## src/hdl/e3f_pkg.sv

```systemverilog
package e3f_pkg;

	localparam int FRAC_BITS = 16;
	localparam int W = 32;
	localparam int GAMMA_W = 18;
	localparam logic [GAMMA_W-1:0] GAMMA_RESET = 18'd91750;
	localparam int QDEPTH = 2;

	localparam logic [1:0] ST_OK = 2'd0;
	localparam logic [1:0] ST_NEG = 2'd1;
	localparam logic [1:0] ST_ZERO = 2'd2;

	localparam logic [2:0] ROW_MASS = 3'd0;
	localparam logic [2:0] ROW_MX = 3'd1;
	localparam logic [2:0] ROW_MY = 3'd2;
	localparam logic [2:0] ROW_MZ = 3'd3;
	localparam logic [2:0] ROW_EN = 3'd4;

	localparam logic signed [63:0] SMAX = 64'sd2147483647;
	localparam logic signed [63:0] SMIN = -64'sd2147483648;

	// One classified cell as carried from the front part to the back part.
	typedef struct packed {
		logic signed [W-1:0] rho;
		logic signed [W-1:0] mx;
		logic signed [W-1:0] my;
		logic signed [W-1:0] mz;
		logic signed [W-1:0] re;
		logic [GAMMA_W-1:0] gam;
		logic [1:0] status;
	} cell_t;

	// Saturate a wide signed value to 32 bits.
	function automatic logic signed [W-1:0] sat32(input logic signed [63:0] v);
		logic signed [W-1:0] r;
		if (v > SMAX) r = SMAX[W-1:0];
		else if (v < SMIN) r = SMIN[W-1:0];
		else r = v[W-1:0];
		return r;
	endfunction

	// Q product: truncate toward zero, then saturate.
	function automatic logic signed [W-1:0] qmul(input logic signed [W-1:0] a,
			input logic signed [W-1:0] b);
		logic neg;
		logic [W-1:0] ma;
		logic [W-1:0] mb;
		logic [63:0] p;
		logic [63:0] s;
		neg = a[W-1] ^ b[W-1];
		ma = a[W-1] ? W'(-a) : W'(a);
		mb = b[W-1] ? W'(-b) : W'(b);
		p = 64'(ma) * 64'(mb);
		s = p >> FRAC_BITS;
		if (s > 64'h8000_0000) s = 64'h8000_0000;
		return sat32(neg ? -$signed(s) : $signed(s));
	endfunction

endpackage

```

## src/hdl/e3f_front.sv

```systemverilog
// Front part: take cells, latch gamma, classify density sign.
module e3f_front (
	input  logic clk,
	input  logic arst_n,
	input  logic push,
	output logic full,
	input  logic signed [e3f_pkg::W-1:0] density,
	input  logic signed [e3f_pkg::W-1:0] momentum_x,
	input  logic signed [e3f_pkg::W-1:0] momentum_y,
	input  logic signed [e3f_pkg::W-1:0] momentum_z,
	input  logic signed [e3f_pkg::W-1:0] total_energy,
	input  logic [e3f_pkg::GAMMA_W-1:0] gam,
	input  logic deq,
	output logic qvalid,
	output e3f_pkg::cell_t qhead
);
	import e3f_pkg::*;

	cell_t mem_q [QDEPTH];
	logic wp_q, rp_q;
	logic [1:0] cnt_q;
	logic acc;
	cell_t c;

	assign full = (cnt_q == 2'(QDEPTH));
	assign qvalid = (cnt_q != 2'd0);
	assign qhead = mem_q[rp_q];
	assign acc = push && !full;

	// Classify the cell.
	always_comb begin
		c.rho = density;
		c.mx = momentum_x;
		c.my = momentum_y;
		c.mz = momentum_z;
		c.re = total_energy;
		c.gam = gam;
		if (density == '0) c.status = ST_ZERO;
		else if (density[W-1]) c.status = ST_NEG;
		else c.status = ST_OK;
	end

	always_ff @(posedge clk) begin
		if (acc) mem_q[wp_q] <= c;
	end

	// Advance queue pointers.
	always_ff @(posedge clk or negedge arst_n) begin
		if (!arst_n) begin
			wp_q <= 1'b0;
			rp_q <= 1'b0;
			cnt_q <= '0;
		end else begin
			if (acc) wp_q <= ~wp_q;
			if (deq) rp_q <= ~rp_q;
			cnt_q <= cnt_q + 2'(acc) - 2'(deq);
		end
	end
endmodule

```

## config.mk

```make
export PLATFORM = sky130hd
export DESIGN_NAME = e3f_front
export DESIGN_NICKNAME = d
export VERILOG_FILES = /design/src/hdl/e3f_pkg.sv /design/src/hdl/e3f_front.sv
export SDC_FILE = /design/constraint.sdc
export NUM_CORES = 1
export LEC_CHECK = 0
export BUFFER_PORTS_ARGS = -buffer_cell sky130_fd_sc_hd__buf_4
export CAP_MARGIN = 40
export CORE_ASPECT_RATIO = 0.6
export CORE_MARGIN = 2
export CORE_UTILIZATION = 56
export CTS_CLUSTER_SIZE = 28
export DETAILED_ROUTE_END_ITERATION = 16
export HOLD_SLACK_MARGIN = 0.06
export PLACE_DENSITY = 0.84
export REMOVE_ABC_BUFFERS = 1
export SLEW_MARGIN = 20
export SYNTH_ARGS = -nofsm -noshare
export SYNTH_HDL_FRONTEND = slang
export SYNTH_SLANG_ARGS = --single-unit
```

## constraint.sdc

```tcl
create_clock -name clk -period 17.2 [get_ports clk]
set_input_delay 0.86 -clock clk [delete_from_list [all_inputs] [get_ports clk]]
set_output_delay 0.86 -clock clk [all_outputs]
set_load 0.01 [all_outputs]
```

### Yosys cells after proc, flatten, opt, wreduce, memory -nomap -nowiden

Memories as Yosys holds them, arrays and structs flattened.
Index checks and enable logic that the tools add are counted.

* $mul: 0
* order comparisons: 0
* $add $sub $neg: 2
* reductions and logical operators: 4
* multiplexer cells: 4
* div/mod/pow operators: 0
* eq/ne operators: 1
* bitwise operators: 2
* shifts and indexed selects: 0

Operators with widths (count)
* $logic_not 32->1: 1
* $mux 1: 3
* $add 2x1->2: 1
* $eq 2x2->1 const B: 1
* $mux 2: 1
* $not 1->1: 2
* $reduce_bool 2->1: 1
* $sub 2x1->2: 1
* $logic_and 1x1->1: 1
* $logic_not 1->1: 1

* bits in writable memories: 360
* latch bits: 0
* register bits after elaboration: 4
* output and inout bits: 182
* ROM bits: 0
* memories: 1
* bits of input ports: 182
* word-level logic and storage cells: 17

Memory list
* mem_q: words 2, width 180, read ports 1, clocked after memory_dff 0, write ports 1, RTL line e3f_front.sv:19 `cell_t mem_q [QDEPTH];`

### Logic depth before layout (Yosys ltp)

* depth in word-level cells: 5
* gate-level depth with buffers: 7
* depth with buffers taken out: 7

### Least setup slack after synthesis

No wires, ideal clock.

* path kind: in2reg
* start: in push
* end: mem mem_q[0][0] in the netlist's numbering, enable pin
* setup time: 722 ps
* slack: 8058 ps
* arrival: 8419 ps
* stages: 2
* path through: nand2_1 nor2_1

* longest elaborated chain between the ends: 3

RTL lines
* start, declared: RTL line e3f_front.sv:5 `input logic push,`
* $logic_and 1x1->1: RTL line e3f_front.sv:28 `assign acc = push && !full;`
* $mux 1: RTL line e3f_front.sv:44 `if (acc) mem_q[wp_q] <= c;`
* $mux 1 (implied by the code): RTL line e3f_front.sv:44
* end, declared: RTL line e3f_front.sv:19

Every way passes these cells.

==> results.md <==
- DRT iter0 DRCs: 390
- Pre-antenna DRT Iters: 5
- Final Hold Fails: 0
- Sequential share of the synthesized area: between 80% and 90%
- Status: finished clean
- Post-Synthesis Cell Area: roughly 14000 sq um
- Cells on worst reg2reg path: 4
- Max Clock Freq: 0.235 GHz
- Max cap viols: 0
- R2R setup slack: around 14 ns
- Pwr/cell area: 170 nW/um^2
- Worst flop-to-flop path startpoint: cnt_q[1]
- Min Tclk post-route: ~4.3 ns
- GRT Resource Usage Total: 22.5%
- Min-delay worst type: primary input to asynchronous set/reset pin
- Dpl hpwl: 19300 um
- Final ANT Viol Nets: 0
- P&R area growth vs syn: 31.0%
- Die height: 125 um
- Crit path largest cell delay: 0.59 ns
- Root buf cell: clkbuf_16
- I/O pins: 364
- GRT overflow: 0
- Reg clk slew, reported paths: 0.06 ns
- CP startpoint kind: flip-flop
- GP Congestion: 0.804
- Largest net degree at the start of global routing: 60
- Post-CTS sizing: 0
- Die W: 205 um
- Number of global-route vias before repair: 7291
- Post-CTS setup buffer count: 0
- Layout Skew: 0.0122 ns
- Setup WS post-layout: 12.94 ns
- Setup Total Neg Slack: 0 ns
- Final Routed Wirelength: approximately 29000 um
- CTS tree: built
- Post-synth top area cell: edfxtp_1
- Sequential power share: 41.9%
- DR vias/cell: between 5 and 6
- Sw Ratio: 28.1%
- Final Power: roughly 3000 uW
- DP Worst Slack: 13.45 ns
- Vias: 6936
- WP data required: 16.34 ns
- H-tree levels: 2
- Yosys warning count: 0
- Clk Latency, worst-skew pair: 0.50 ns
- Pint: 2170 uW
- Mapped Cells: slightly below 600
- RSZ-0062 raised after global routing: false
- # clock sinks: 364
- Drt drc: 0
- Critical path fanouts, max: 48
- FF+latch count, synth: approximately 360
- CTS Buf Count: 34
- Syn Area/Cell: 23.1 sq um
- Longest Clk Path Bufs: 3
- Total core area: 24000 sq um
- Die ar.: 25600 sq um
- Critical-path top delay cell: dfrtp_4
- Synth top area share: between 70% and 80%
- Crit. End Element: primary output
- Crit Path Class: flip-flop to primary output
- Reg-to-reg endpoint: mem_q[1][123]
- Clock power frac: 23.4%
- Cell variety after synth: 18
- IO Port Bufs: 363
- Nets: 1163
- Starting density of the core: 56.7%
- Leakage power: just under 0.007 uW
- Fraction of layout cells with a size suffix above 1: 60.2%
- Area contributors post-synth: edfxtp_1 (79%), mux2_4 (9.9%), mux2_2 (7.4%)
- Psw: approximately 850 uW
- Crit path DAT: 3.40 ns
- # hold bufs at CTS: 0
- Worst-path cell chain: buf_16, buf_4, buf_16, buf_4, buf_16, mux2_2, buf_4
- VDD IR max: 0.117 mV
- Final Max Tran Viols: 0
- Routed len/inst: 21.7 um
- Rel. slew slack: between 40% and 50%
- Slew @ Worst Pin: 0.792 ns
- Gate power share: about a third
- Final setup viols: 0
- Cell row count: 44
- Initial antenna violation count: 2
- Tcrit/Tclk final: 24.8%
- First-pass GRT wire length: around 42000 um
- Final core occ: 74.3%
cell type report:
type | instances | area (sq um)
clock inverters | 11 | 78.8
diodes | 2 | 5.00
multi-input cells | 202 | 2530
well taps | 322 | 403
clock buffers | 46 | 970
flip-flops and latches | 364 | 10900
fillers | 1380 | 6180
inverters | 2 | 7.51
repair buffers | 375 | 2920
critical path: cells and delay by family, from the launching register on:
family,cells,cell delay (ns)
flops,1,0.59
mux,1,0.40
buf+inv,6,1.85
power groups by stage:
stage          registers (uW)  clock network, uW  logic (uW)
4_1_cts                  1270                724        1060
6_report                 1270                708        1050
3_3_place_gp             1300                  0         990
5_1_grt                  1290                758        1110
2_1_floorplan            1390                  0         607
3_5_place_dp             1290                  0        1050
cells in the mapped netlist:
cell type and n:
xor2_1 1, inv_1 2, or2_2 1, dfrtp_1 4
edfxtp_1 360, mux2_2 90, xnor2_1 3, nor2_1 2
and3_1 1, buf_2 9, nand4_1 2, nor4_1 8
nand2b_1 1, mux2_4 90, ha_1 2, buf_6 11
nand2_1 1, clkbuf_1 1
cell families after synthesis:
group	synth area share, %
XOR/XNOR	0.257
flip-flops	80.2
multiplexers	17.4
adder cells (fa/ha/maj)	0.184
AND/OR/NAND/NOR	0.680
buffers and inverters	1.32
stage by stage:
step           cells  hold slack, ns  area, sq um
6_report        1324           0.139        17800
5_1_grt         1324           0.117        17800
4_1_cts         1322           0.111        17800
3_5_place_dp    1265           0.524        16800
3_3_place_gp    1260           0.508        16600
2_1_floorplan    568           0.460        13400
how the worst max path moves through the flow:
stage               startpoint     endpoint  slack [ns]  depth (start not counted)
floorplan                 push  mem_q[0][0]        8.06                          2
global placement          rp_q    qhead[70]       12.82                          4
detailed placement        rp_q   qhead[179]       13.45                          7
CTS                       rp_q    qhead[43]       12.88                          7
global route              rp_q    qhead[43]       12.77                          7
finish                    rp_q    qhead[43]       12.94                          7
sequential cells by signal (all words and copies together), names as in the netlist:
register / cells
mem_q: 360
cnt_q: 2
rp_q: 1
wp_q: 1
placed cells by master, fill, tap and decap left out, drive strengths merged:
cell type  instances
nand4              2
clkinvlp           1
edfxtp           360
mux2             180
nor4               8
nand2              1
and3               1
xor2               1
clkinv             9
nand2b             1
nor2               2
diode              2
xnor2              3
inv                2
or2                1
bufinv             1
dfrtp              4
clkbuf            46
ha                 2
buf              375
metal layers:
metal	vias to the layer above	wire length [um]	track usage, %
met5	-	0	0
li1	3130	-	-
met2	302	14000	36.8
met1	3455	10900	27.1
met3	49	3110	9.29
met4	0	745	7.58
(Power assumes the default switching activity.)
